## config.mk

```make
export PLATFORM = sky130hd
export DESIGN_NAME = xtea_half_round
export DESIGN_NICKNAME = d
export VERILOG_FILES = /design/src/design/xtea_pkg.sv /design/src/design/xtea_half_round.sv
export SDC_FILE = /design/constraint.sdc
export NUM_CORES = 1
export LEC_CHECK = 0
export BUFFER_PORTS_ARGS = -buffer_cell sky130_fd_sc_hd__buf_4
export CORE_MARGIN = 4
export CORE_UTILIZATION = 59
export CTS_BUF_LIST = sky130_fd_sc_hd__clkbuf_2 sky130_fd_sc_hd__clkbuf_4 sky130_fd_sc_hd__clkbuf_8
export DETAILED_ROUTE_END_ITERATION = 10
export PLACE_DENSITY = 0.95
export SETUP_SLACK_MARGIN = 0.2
export SLEW_MARGIN = 25
export SYNTH_ARGS = -nofsm -noshare
export SYNTH_HDL_FRONTEND = slang
export SYNTH_SLANG_ARGS = --single-unit
```

## constraint.sdc

```tcl
create_clock -name clk -period 15.2 [get_ports clk]
set_clock_uncertainty 0.05 [all_clocks]
set_input_delay 0.76 -clock clk [delete_from_list [all_inputs] [get_ports clk]]
set_output_delay 0.76 -clock clk [all_outputs]
set_load 0.01 [all_outputs]
```

## src/design/xtea_pkg.sv

```systemverilog
package xtea_pkg;

  localparam int WORD_W     = 32;
  localparam int NUM_KEYS   = 4;
  localparam int KEY_SEL_W  = $clog2(NUM_KEYS);
  localparam int CFG_IDX_W  = 8;
  localparam int ROUNDS     = 32;
  localparam int HALF_STEPS = 2 * ROUNDS;
  localparam int SHIFT_L    = 4;
  localparam int SHIFT_R    = 5;
  localparam int SEL_SHIFT  = 11;

  localparam logic [WORD_W-1:0] DELTA = 32'h9e37_79b9;

  typedef logic [WORD_W-1:0] word_t;
  typedef logic [KEY_SEL_W-1:0] key_sel_t;
  typedef logic [CFG_IDX_W-1:0] cfg_idx_t;
  typedef logic [NUM_KEYS-1:0][WORD_W-1:0] key_set_t;

  typedef enum logic {
    DIR_ENCRYPT = 1'b0,
    DIR_DECRYPT = 1'b1
  } dir_t;

  // One pipeline stage's contents.
  typedef struct packed {
    logic  valid;
    dir_t  dir;
    word_t y;
    word_t z;
  } stage_t;

  // Constants that set one half-round of the unrolled schedule.
  typedef struct packed {
    logic     odd;
    word_t    enc_sum;
    word_t    dec_sum;
    key_sel_t enc_sel;
    key_sel_t dec_sel;
  } step_cfg_t;

  function automatic word_t delta_times(input int n);
    word_t n_w;
    n_w = word_t'(n);
    return word_t'(DELTA * n_w);
  endfunction

  function automatic step_cfg_t step_consts(input int s);
    step_cfg_t c;
    int        r;
    r = s >> 1;
    c.odd = ((s & 1) != 0);
    if (c.odd) begin
      c.enc_sum = delta_times(r + 1);
      c.dec_sum = delta_times(ROUNDS - r - 1);
      c.enc_sel = key_sel_t'(c.enc_sum >> SEL_SHIFT);
      c.dec_sel = key_sel_t'(c.dec_sum);
    end else begin
      c.enc_sum = delta_times(r);
      c.dec_sum = delta_times(ROUNDS - r);
      c.enc_sel = key_sel_t'(c.enc_sum);
      c.dec_sel = key_sel_t'(c.dec_sum >> SEL_SHIFT);
    end
    return c;
  endfunction

endpackage

```

## src/design/xtea_half_round.sv

```systemverilog
module xtea_half_round import xtea_pkg::*; (
  input  logic      clk,
  input  logic      rst_n,
  input  logic      adv,
  input  step_cfg_t step_cfg,
  input  key_set_t  keys,
  input  stage_t    stage_in,
  output stage_t    stage_out
);

  logic     valid_r;
  dir_t     dir_r;
  word_t    y_r;
  word_t    z_r;
  stage_t   stage_nxt;
  logic     upd_first;
  word_t    src;
  word_t    dst;
  word_t    sum;
  key_sel_t sel;
  word_t    mix;
  word_t    res;

  // Encryption updates the first word on even half-rounds, decryption on odd ones.
  assign upd_first = (step_cfg.odd == (stage_in.dir == DIR_DECRYPT));

  always_comb begin
    src = upd_first ? stage_in.z : stage_in.y;
    dst = upd_first ? stage_in.y : stage_in.z;
    if (stage_in.dir == DIR_DECRYPT) begin
      sum = step_cfg.dec_sum;
      sel = step_cfg.dec_sel;
    end else begin
      sum = step_cfg.enc_sum;
      sel = step_cfg.enc_sel;
    end
    mix = (((src << SHIFT_L) ^ (src >> SHIFT_R)) + src) ^ (sum + keys[sel]);
    res = (stage_in.dir == DIR_DECRYPT) ? (dst - mix) : (dst + mix);
    stage_nxt       = stage_in;
    stage_nxt.y     = upd_first ? res : stage_in.y;
    stage_nxt.z     = upd_first ? stage_in.z : res;
  end

  always_ff @(posedge clk) begin
    if (!rst_n) begin
      valid_r <= 1'b0;
    end else if (adv) begin
      valid_r <= stage_nxt.valid;
    end
  end

  always_ff @(posedge clk) begin
    if (adv) begin
      dir_r <= stage_nxt.dir;
      y_r   <= stage_nxt.y;
      z_r   <= stage_nxt.z;
    end
  end

  assign stage_out = '{valid: valid_r, dir: dir_r, y: y_r, z: z_r};

endmodule

```

Word-level counts from Yosys, hierarchy flattened

Cells that the tools add are included.

Add/sub/neg operators: 4
Magnitude comparators: 1
Equal/unequal tests: 1
Muxes and demuxes: 9
Bitwise operators: 2

Operators by type and width:

| cell                 | number |
|---|---|
| $mux W32             | 7 |
| $add A32 B32 Y32     | 3 |
| $bmux W32 S2         | 1 |
| $sub A32 B32 Y32     | 1 |
| $xor A32 B27 Y32     | 1 |
| $xor A32 B32 Y32     | 1 |
| $lt A2 B3 Y1 const B | 1 |
| $mux W2              | 1 |
| $eq A1 B1 Y1         | 1 |

Register bits after elaboration: 66
Bits of input ports: 266
Output and inout port bits: 66

Longest topological paths before layout

Gate-level depths: netlist of run 1.

Depth after elaboration: 8
Depth in mapped cells: 35
Mapped depth without buffers: 31

Least setup slack after synthesis of run 1

No wires, ideal clock.

Kind: input to register
From: in stage_in[64] in the netlist's numbering
To: reg z_r[31], data pin
Library setup time: 263 ps
Arrival: 7,648 ps
Setup slack: 7,239 ps
Stages: 30
Path buffers: 2
Cell sequence: clkbuf_1 > mux2i_1 > clkbuf_1 > mux4_2 > ha_1 > a21o_1 > a21o_1 > a31oi_1 > nand2_1 > a311oi_1 > xnor2_1 > xnor2_2 > nor4b_2 > nand2_1 > nor2_1 > a21oi_1 > xnor2_1 > ha_1 > a21o_1 > a21oi_1 > o21bai_1 > a21o_1 > a21o_1 > o31a_1 > a221o_1 > a31oi_1 > xnor2_1 > xnor2_1 > xor2_1 > a31oi_1

RTL lines:

| item                   | RTL line              | text |
|---|---|---|
| start: declaration     | xtea_half_round.sv:7  | `input stage_t stage_in,` |
| end signal: assignment | xtea_half_round.sv:56 | `z_r <= stage_nxt.z;` |
| end: declaration       | xtea_half_round.sv:14 | `word_t z_r;` |

==> results of run 1 <==
==> metrics by stage <==
stage / power (W) / instance area (µm²) / util [%]
CTS: 0.00255 / 13500 / 77.1
global route: 0.00279 / 13500 / 77.2
finish: 0.00261 / 13500 / 77.2
global placement: 0.00229 / 13300 / 75.9
detailed placement: 0.00237 / 13300 / 75.9
floorplan: 0.00182 / 10700 / -
==> cell families after synthesis <==
family                   synth area share (%)
flip-flops                               18.4
AO/OA/AOI/OAI                            21.6
XOR/XNOR                                 15.4
adder cells (fa/ha/maj)                  11.6
AND/OR/NAND/NOR                          17.5
multiplexers                             12.3
buffers and inverters                    3.14
==> cells in the final DEF, fill, tap and decap left out, types with 4 or more instances in the layout <==
cell	Yosys	final
o211ai_1	4	4
o21bai_1	12	12
nor3_1	18	18
a211oi_1	7	7
o31ai_1	4	4
nor2b_1	7	7
nand3_1	19	19
nand2b_1	11	11
a21oi_2	4	4
a211o_1	5	5
a21boi_0	6	6
a41oi_1	4	4
buf_4	2	336
o21a_1	17	17
mux2i_1	17	15
mux2_2	36	36
nor2_1	66	66
o21ai_0	105	105
a21o_1	52	52
xor2_1	58	58
mux4_2	32	32
or3_1	4	4
edfxtp_1	65	65
clkbuf_8	0	9
a21oi_1	88	88
and2_1	14	14
a2111oi_0	5	5
o31a_1	5	5
a31oi_1	20	20
nand2_1	227	227
xnor2_1	125	124
nand4_1	13	13
inv_1	33	33
ha_1	93	93
and3_1	12	12
==> synthesized netlist by cell type, types with 6 or more instances <==
cell type / instances / area share (%)
xor2_1: 58 / 4.8
edfxtp_1: 65 / 18
o21bai_1: 12 / 0.84
inv_1: 33 / 1.2
xnor2_1: 125 / 10
and2_1: 14 / 0.82
ha_1: 93 / 11
nor3_1: 18 / 0.84
nor2_1: 66 / 2.3
mux4_2: 32 / 6.7
a211oi_1: 7 / 0.49
o21ai_0: 105 / 4.9
a21oi_1: 88 / 4.1
and3_1: 12 / 0.70
a21boi_0: 6 / 0.42
mux2i_1: 17 / 1.6
nor2b_1: 7 / 0.41
nand4_1: 13 / 0.76
o21a_1: 17 / 1.2
clkbuf_1: 41 / 1.4
a21o_1: 52 / 3.7
nand2b_1: 11 / 0.64
a31oi_1: 20 / 1.2
nand2_1: 227 / 8.0
mux2_2: 36 / 3.8
nand3_1: 19 / 0.89
==> cell type report <==
| type | count | area (µm²) |
|---|---|---|
| Fill cell | 1261 | 4000 |
| Inverter | 33 | 124 |
| Clock buffer | 11 | 139 |
| Clock inverter | 4 | 67.6 |
| Multi-Input combinational cell | 1145 | 8410 |
| Timing Repair Buffer | 337 | 2540 |
| Sequential cell | 66 | 1970 |
| Tap cell | 225 | 282 |
==> metal layers <==
layer	vias to the layer above	global-route usage [%]	share of wire [%]
met1	5374	42.5	39
met5	-	0	0
met4	0	11.3	3.3
li1	5327	-	-
met2	720	57.3	48
met3	103	5.41	9.7
==> worst min-delay path, stage by stage, from the launching register on <==
cell	delay [ns]
dfxtp_1	0.31
mux2i_1	0.12
nor2b_1	0.07
==> state kept, by name, summed over array words and instances (netlist names) <==
name     cells
valid_r      1
dir_r        1
y_r         32
z_r         32
==> power by group <==
group          leakage (nW)  switching (W)  internal, W  total [W]
clock                 0.105      0.0000679    0.0000942   0.000162
sequential            0.642      0.0000255     0.000343   0.000368
combinational          5.46        0.00120     0.000881    0.00208
total                  6.21        0.00129      0.00132    0.00261
==> worst min path at each step <==
stage                 start       to  slack [ns]
detailed placement  valid_r  valid_r        0.50
floorplan           valid_r  valid_r        0.43
global placement    valid_r  valid_r        0.45
CTS                 valid_r  valid_r        0.52
finish              valid_r  valid_r        0.50
global route        valid_r  valid_r        0.52
==> results.json, run 1 <==
{
  "antenna_found_initial": 0,
  "dp_worst_setup_slack_ns": 5.58,
  "path_clk_slew_ns": 0.08,
  "cts_hold_buf": 0,
  "crit_end": "z_r[31]",
  "ys_seq_area_share_pct": 18.4,
  "syn_avg_cell_area_um2": 8.26,
  "worst_slew_pin_slew_ns": 0.885,
  "final_nets": 1953,
  "die_h_um": 143,
  "synthCells": 1294,
  "rr_endpoint": "valid_r",
  "final_antenna_net_count": 0,
  "grt_util_all_layers_pct": 33.3,
  "ys.flop_type": "edfxtp_1",
  "cp-end-kind": "flip-flop",
  "fmax_mhz": 106,
  "initial_utilization_pct": 61.0,
  "slowest_delay_ns": 0.62,
  "numPortBuffers": 331,
  "yosys.cell_types.count": 80,
  "globalplace.congestion": 0.962,
  "setup_ws_ns": 5.73,
  "synth-seq-cells": 66,
  "critPathLaunch": "stage_in[64]",
  "antenna_cells": 0,
  "reg2reg_from": "valid_r",
  "hold_path_class": "flip-flop to flip-flop",
  "gr-total-overflow": 0,
  "pin_count": 332,
  "power.leakage_nw": 6.21,
  "finalSetupViolations": 0,
  "drcViolationCount": 0,
  "clk_latency_ns": 0.34,
  "ys.warnings.count": 0,
  "via_per_inst": 6.33,
  "rsz0062_at_grt": "no",
  "cp_data_arrival_time_ns": 9.52,
  "cts_root_buf": "clkbuf_8",
  "fin_crit_sh_pct": 62.3,
  "reg2regPathDepth": 2,
  "peakVddDrop_uv": 148,
  "synth_area_um2": 10700,
  "hpwl_mm": 29.2,
  "critPathBufInv": 4,
  "drtIter0Drc": 1137,
  "drt-total-wl_mm": 35.4,
  "critPathTopFamily": "compound AO/OA/AOI/OAI gates",
  "fp-row-count": 48,
  "grt_first_pass_wirelength_mm": 55.2,
  "die_area_um2": 20300,
  "grt_max_degree": 78,
  "setup-tns-final_ns": 0,
  "placedCellCount": 1805,
  "tritoncts": "done",
  "slew_viol_final": 0,
  "layout-drive-gt1-share_pct": 27.9,
  "crit_fanout": 57,
  "synth_nets": 1655,
  "whs_ns": 0.502,
  "synthArstFlopShare_pct": 0,
  "postCtsSetupRepairBufs": 0,
  "clkSinkCount": 66,
  "p_per_area_nw_per_um2": 193,
  "grt_pass1_vias": 11325,
  "cts_made_buffers": 9,
  "r2r_setup_slack_ns": 14.53,
  "crit_type": "input port to flip-flop",
  "via_count": 11524,
  "htreeDepth": 3,
  "ctsResizeCount": 0,
  "die_w_um": 143,
  "fin_cells": 1821,
  "outcome": "finished clean",
  "slew_headroom_pct": 40.7,
  "critPathLaunchType": "input port",
  "cap_violations": 0,
  "core-area_um2": 17500,
  "holdPathStages": 2,
  "min_period_ns": 9.47,
  "syn_to_final_growth_pct": 26.6,
  "drt-wirelength-per-cell_um": 19.5,
  "drtPass1Iterations": 6,
  "max-clock-path-buffers": 2,
  "worst-path-stages": 34,
  "final_hold_viol_count": 0,
  "crit_required_ns": 15.25,
  "synth_edf_count": 65,
  "cp_slowest_cell": "xor2_4"
}
(Power assumes the default switching activity.)
==> run 2: changes to the inputs <==
CORE_UTILIZATION = 49   (was 59)
PLACE_DENSITY = 0.87   (was 0.95)
clock period = 7.8 ns   (was 15.2 ns; I/O delays follow)
==> run 2 against run 1 <==
Utilization fell by 11 points. Register-to-register slack lost 7.4 ns. Global-route usage is 6.1 points lower. Via count down 2.2%. Worst hold slack worse by 0.29 ns.
==> results.json, run 2 (same netlist as run 1, synthesis figures left out) <==
{
  "outcome": "finished clean",
  "grt_first_pass_wirelength_mm": 54.1,
  "antenna_cells": 0,
  "reg2regPathDepth": 2,
  "clk_latency_ns": 0.34,
  "top_regs": "y_r: 32 flops, z_r: 32 flops",
  "cts_root_buf": "clkbuf_8",
  "finalSetupViolations": 0,
  "fmax_mhz": 137,
  "max-clock-path-buffers": 2,
  "via_count": 11266,
  "min_to": "valid_r",
  "drt-wirelength-per-cell_um": 18.5,
  "r2r_setup_slack_ns": 7.15,
  "combPwrFrac_pct": 80.1,
  "grt_util_all_layers_pct": 27.1,
  "cp_slowest_cell": "mux4_2",
  "rsz0062_at_grt": "no",
  "htreeDepth": 3,
  "slew_headroom_pct": 45.0,
  "die_h_um": 156,
  "seqPwrFrac_pct": 13.8,
  "initial_utilization_pct": 50.4,
  "crit_required_ns": 7.84,
  "die_w_um": 156,
  "gr-total-overflow": 0,
  "holdPathStages": 2,
  "p_per_area_nw_per_um2": 369,
  "worst_slew_pin_slew_ns": 0.825,
  "final_hold_viol_count": 0,
  "slew_viol_final": 0,
  "fillers": 1785,
  "fin_util_pct": 66.1,
  "via_per_inst": 5.90,
  "drt-total-wl_mm": 35.2,
  "cap_violations": 0,
  "internal-power_w": 0.00268,
  "min_period_ns": 7.32,
  "setup-tns-final_ns": 0,
  "core-area_um2": 21200,
  "peakVddDrop_uv": 164,
  "p_total_w": 0.00518,
  "clkPwrFrac_pct": 6.0,
  "dp_worst_setup_slack_ns": 0.0694,
  "syn_to_final_growth_pct": 31.2,
  "fin_crit_sh_pct": 93.8,
  "critPathLaunchType": "input port",
  "fp-row-count": 53,
  "cp-end-kind": "flip-flop",
  "cp_common_cell": "a21o_1",
  "antenna_found_initial": 0,
  "rr_endpoint": "valid_r",
  "reg2reg_from": "valid_r",
  "crit_type": "input port to flip-flop",
  "cp_data_arrival_time_ns": 7.35,
  "netSwitchingFraction_pct": 48.3,
  "setup_ws_ns": 0.485,
  "cts_made_buffers": 9,
  "tritoncts": "done",
  "final_antenna_net_count": 0,
  "drtIter0Drc": 822,
  "crit_fanout": 7,
  "pin_count": 332,
  "critPathBufInv": 3,
  "hold_path.startpoint": "rst_n",
  "clkSinkCount": 66,
  "die_area_um2": 24200,
  "critPathTopFamily": "compound AO/OA/AOI/OAI gates",
  "final_cell_mix": "buf_4, nand2_1, xnor2_1",
  "p_sw_w": 0.00250,
  "hold_path_class": "input port to flip-flop",
  "final_common_cell": "buf_4",
  "drtPass1Iterations": 6,
  "power.leakage_nw": 6.45,
  "hpwl_mm": 29.3,
  "grt_pass1_vias": 10960,
  "globalplace.congestion": 0.976,
  "numPortBuffers": 331,
  "whs_ns": 0.211,
  "final_nets": 1990,
  "path_clk_slew_ns": 0.07,
  "drcViolationCount": 0,
  "grt_max_degree": 85,
  "layout-drive-gt1-share_pct": 30.5,
  "slowest_delay_ns": 0.51
}
run 2: cell types whose count changed in the layout (fill, tap and decap cells not counted), moves of 3 or more:
cell     before  now
a31oi_1      20   17
a31oi_2       0    3
buf_4       336  368
buf_6         0    3
o21ai_0     105  102
o21ai_1       2    5
xnor2_1     124  120
xnor2_2       2    6
run 2: stage by stage:
stage,std cells,cell area (µm²)
finish,1908,14000
detailed placement,1876,13600
global route,1908,14000
floorplan,1294,10700
CTS,1891,13800
global placement,1876,13600
run 2: worst max path at each step:
stage / start / to / slack (ns) / depth (start not counted)
after global placement: stage_in[64] / z_r[31] / 0.32 / 31
after floorplan: stage_in[64] / z_r[31] / 0.21 / 30
after global routing: stage_in[64] / z_r[31] / 0.15 / 29
after CTS: stage_in[64] / z_r[31] / 0.41 / 32
final: stage_in[64] / z_r[31] / 0.48 / 31
after detailed placement: stage_in[64] / z_r[31] / 0.07 / 32
run 2: layer usage:
metal	wire length (µm)	part of all wire [%]	track usage, %
met5	0	0	0
met4	646	1.8	6.79
met3	2990	8.5	3.08
met2	17100	48	47.1
met1	14500	41	36.2
run 2: worst reg2reg max path, stage by stage (launching register included):
cell and delay (ns):
dfxtp_1 0.31, mux2i_1 0.12, nor2b_1 0.06
run 2: power groups by stage:
stage | registers [W] | clock network [W] | logic (W)
finish | 0.000716 | 0.000313 | 0.00415
global placement | 0.000719 | 0 | 0.00383
detailed placement | 0.000726 | 0 | 0.00393
global route | 0.000733 | 0.000327 | 0.00452
CTS | 0.000719 | 0.000314 | 0.00395
floorplan | 0.000812 | 0 | 0.00274
run 2: repair_timing:
action                     4_1_cts  5_1_grt
hold buffers                     0        0
resized for setup                0       26
setup buffers                    0       16
setup endpoints to repair        0        4
run 2: area by class of cell:
class	instances	area, µm²	area share [%]
Multi-Input combinational cell	1145	8510	60.7
Tap cell	275	344	2.45
Sequential cell	66	1970	14.1
Timing Repair Buffer	374	2870	20.5
Inverter	33	124	0.883
Clock buffer	11	139	0.990
Clock inverter	4	67.6	0.482
==> run 3: changes to the inputs <==
BUFFER_PORTS_ARGS = -buffer_cell sky130_fd_sc_hd__buf_2   (was -buffer_cell sky130_fd_sc_hd__buf_4)
==> run 3 against run 2 <==
Utilization down 4.2 points. Critical path depth unchanged. Non-clock buffer count down 6. Global-route usage down 0.54 points. Sequential share of layout area up 0.95 points. Maximum frequency up 0.35%. Sequential cell count unchanged. Clock power down 2%.
==> results.json, run 3 (same netlist as run 1, synthesis figures left out) <==
{
  "outcome": "finished clean",
  "htreeDepth": 3,
  "slew_viol_final": 0,
  "final_common_cell": "buf_2",
  "tritoncts": "done",
  "core-area_um2": 21200,
  "fmax_mhz": 137,
  "peakVddDrop_uv": 171,
  "critPathLaunchType": "input port",
  "cap_violations": 0,
  "grt_max_degree": 67,
  "postPlaceCellArea_um2": 12800,
  "cts_hold_buf": 0,
  "antenna_found_initial": 0,
  "p_sw_w": 0.00246,
  "slew_headroom_pct": 43.9,
  "gr-total-overflow": 0,
  "antenna_cells": 0,
  "final_hold_viol_count": 0,
  "clkPwrFrac_pct": 6.2,
  "cp-end-kind": "flip-flop",
  "cts_root_buf": "clkbuf_8",
  "slowest_delay_ns": 0.50,
  "internal-power_w": 0.00252,
  "reg2reg_from": "valid_r",
  "setup-tns-final_ns": 0,
  "fin_util_pct": 61.9,
  "top_regs": "y_r: 32 flops, z_r: 32 flops",
  "grt_util_all_layers_pct": 26.6,
  "crit_fanout": 6,
  "cp_slowest_cell": "mux4_2",
  "grt_first_pass_wirelength_mm": 52.8,
  "reg2regPathDepth": 2,
  "cp_data_arrival_time_ns": 7.32,
  "crit_type": "input port to flip-flop",
  "final_antenna_net_count": 0,
  "power.leakage_nw": 6.10,
  "drtPass1Iterations": 5,
  "pin_count": 332,
  "min_period_ns": 7.29,
  "via_per_inst": 5.83,
  "fin_area_um2": 13100,
  "crit_required_ns": 7.83,
  "rsz0062_at_grt": "no",
  "drcViolationCount": 0,
  "syn_to_final_growth_pct": 22.9,
  "hpwl_mm": 29.3,
  "drt-total-wl_mm": 34.5,
  "hold_path.startpoint": "rst_n",
  "grt_pass1_vias": 10457,
  "initial_utilization_pct": 50.4,
  "numPortBuffers": 331,
  "netSwitchingFraction_pct": 49.5,
  "drt-wirelength-per-cell_um": 18.1,
  "clkSinkCount": 66,
  "max-clock-path-buffers": 2,
  "holdPathStages": 2,
  "via_count": 11098,
  "fp-row-count": 53,
  "globalplace.congestion": 0.943,
  "die_area_um2": 24200,
  "r2r_setup_slack_ns": 7.16,
  "clk_latency_ns": 0.34,
  "combPwrFrac_pct": 79.7,
  "worst_slew_pin_slew_ns": 0.841,
  "die_w_um": 156,
  "hold_path_class": "input port to flip-flop",
  "critPathLaunch": "stage_in[64]",
  "seqPwrFrac_pct": 14.2,
  "cts_made_buffers": 9,
  "fin_crit_sh_pct": 93.5,
  "drtIter0Drc": 699,
  "path_clk_slew_ns": 0.07,
  "final_nets": 1984,
  "die_h_um": 156,
  "layout-drive-gt1-share_pct": 30.4,
  "final_cell_mix": "buf_2, nand2_1, xnor2_1",
  "p_per_area_nw_per_um2": 379,
  "finalSetupViolations": 0
}
run 3: critical path, delay by kind of cell:
kind / cells / cell delay (ns)
XOR/XNOR: 4 / 0.81
adder cells (fa/ha/maj): 3 / 0.77
AND/OR/NAND/NOR: 4 / 0.79
buffers and inverters: 3 / 0.48
multiplexers: 3 / 0.97
AO/OA/AOI/OAI: 14 / 3.09
run 3: power groups by stage:
stage	logic, W	registers (W)	clock network, W
global placement	0.00375	0.000708	0
CTS	0.00383	0.000708	0.000314
detailed placement	0.00382	0.000716	0
finish	0.00397	0.000706	0.000307
floorplan	0.00274	0.000812	0
global route	0.00434	0.000722	0.000326
run 3: repair_timing:
item | 4_1_cts | 5_1_grt
setup endpoints to repair | 0 | 4
gates resized for setup | 0 | 29
setup buffers | 0 | 7
run 3: layer usage:
metal	global-route usage (%)	routed length [µm]	vias to the layer above
met3	3.52	2690	36
met4	6.96	595	0
met2	44.6	16200	503
met1	36.4	15000	5169
met5	0	0	-
li1	-	-	5390
run 3: layout make-up:
class	instances	area, µm²
multi-input combinational	1145	8520
fill	1927	8080
timing repair buffer	368	1970
sequential	66	1970
tap	275	344
clock buffer	11	139
inverter	33	124
clock inverter	4	67.6
run 3: worst paths after layout:
kind	to
min reg2reg	valid_r
max	y_r[31]
min	valid_r
max reg2reg	valid_r
run 3: stage by stage:
| stage | hold WS [ns] | total power (W) | instances | setup WS [ns] |
|---|---|---|---|---|
| after global routing | 0.212 | 0.00539 | 1902 | 0.170 |
| final | 0.215 | 0.00498 | 1902 | 0.510 |
| after detailed placement | 0.466 | 0.00453 | 1880 | -0.00670 |
| after floorplan | 0.434 | 0.00355 | 1294 | 0.209 |
| after global placement | 0.440 | 0.00446 | 1880 | 0.247 |
| after CTS | 0.202 | 0.00486 | 1895 | 0.343 |
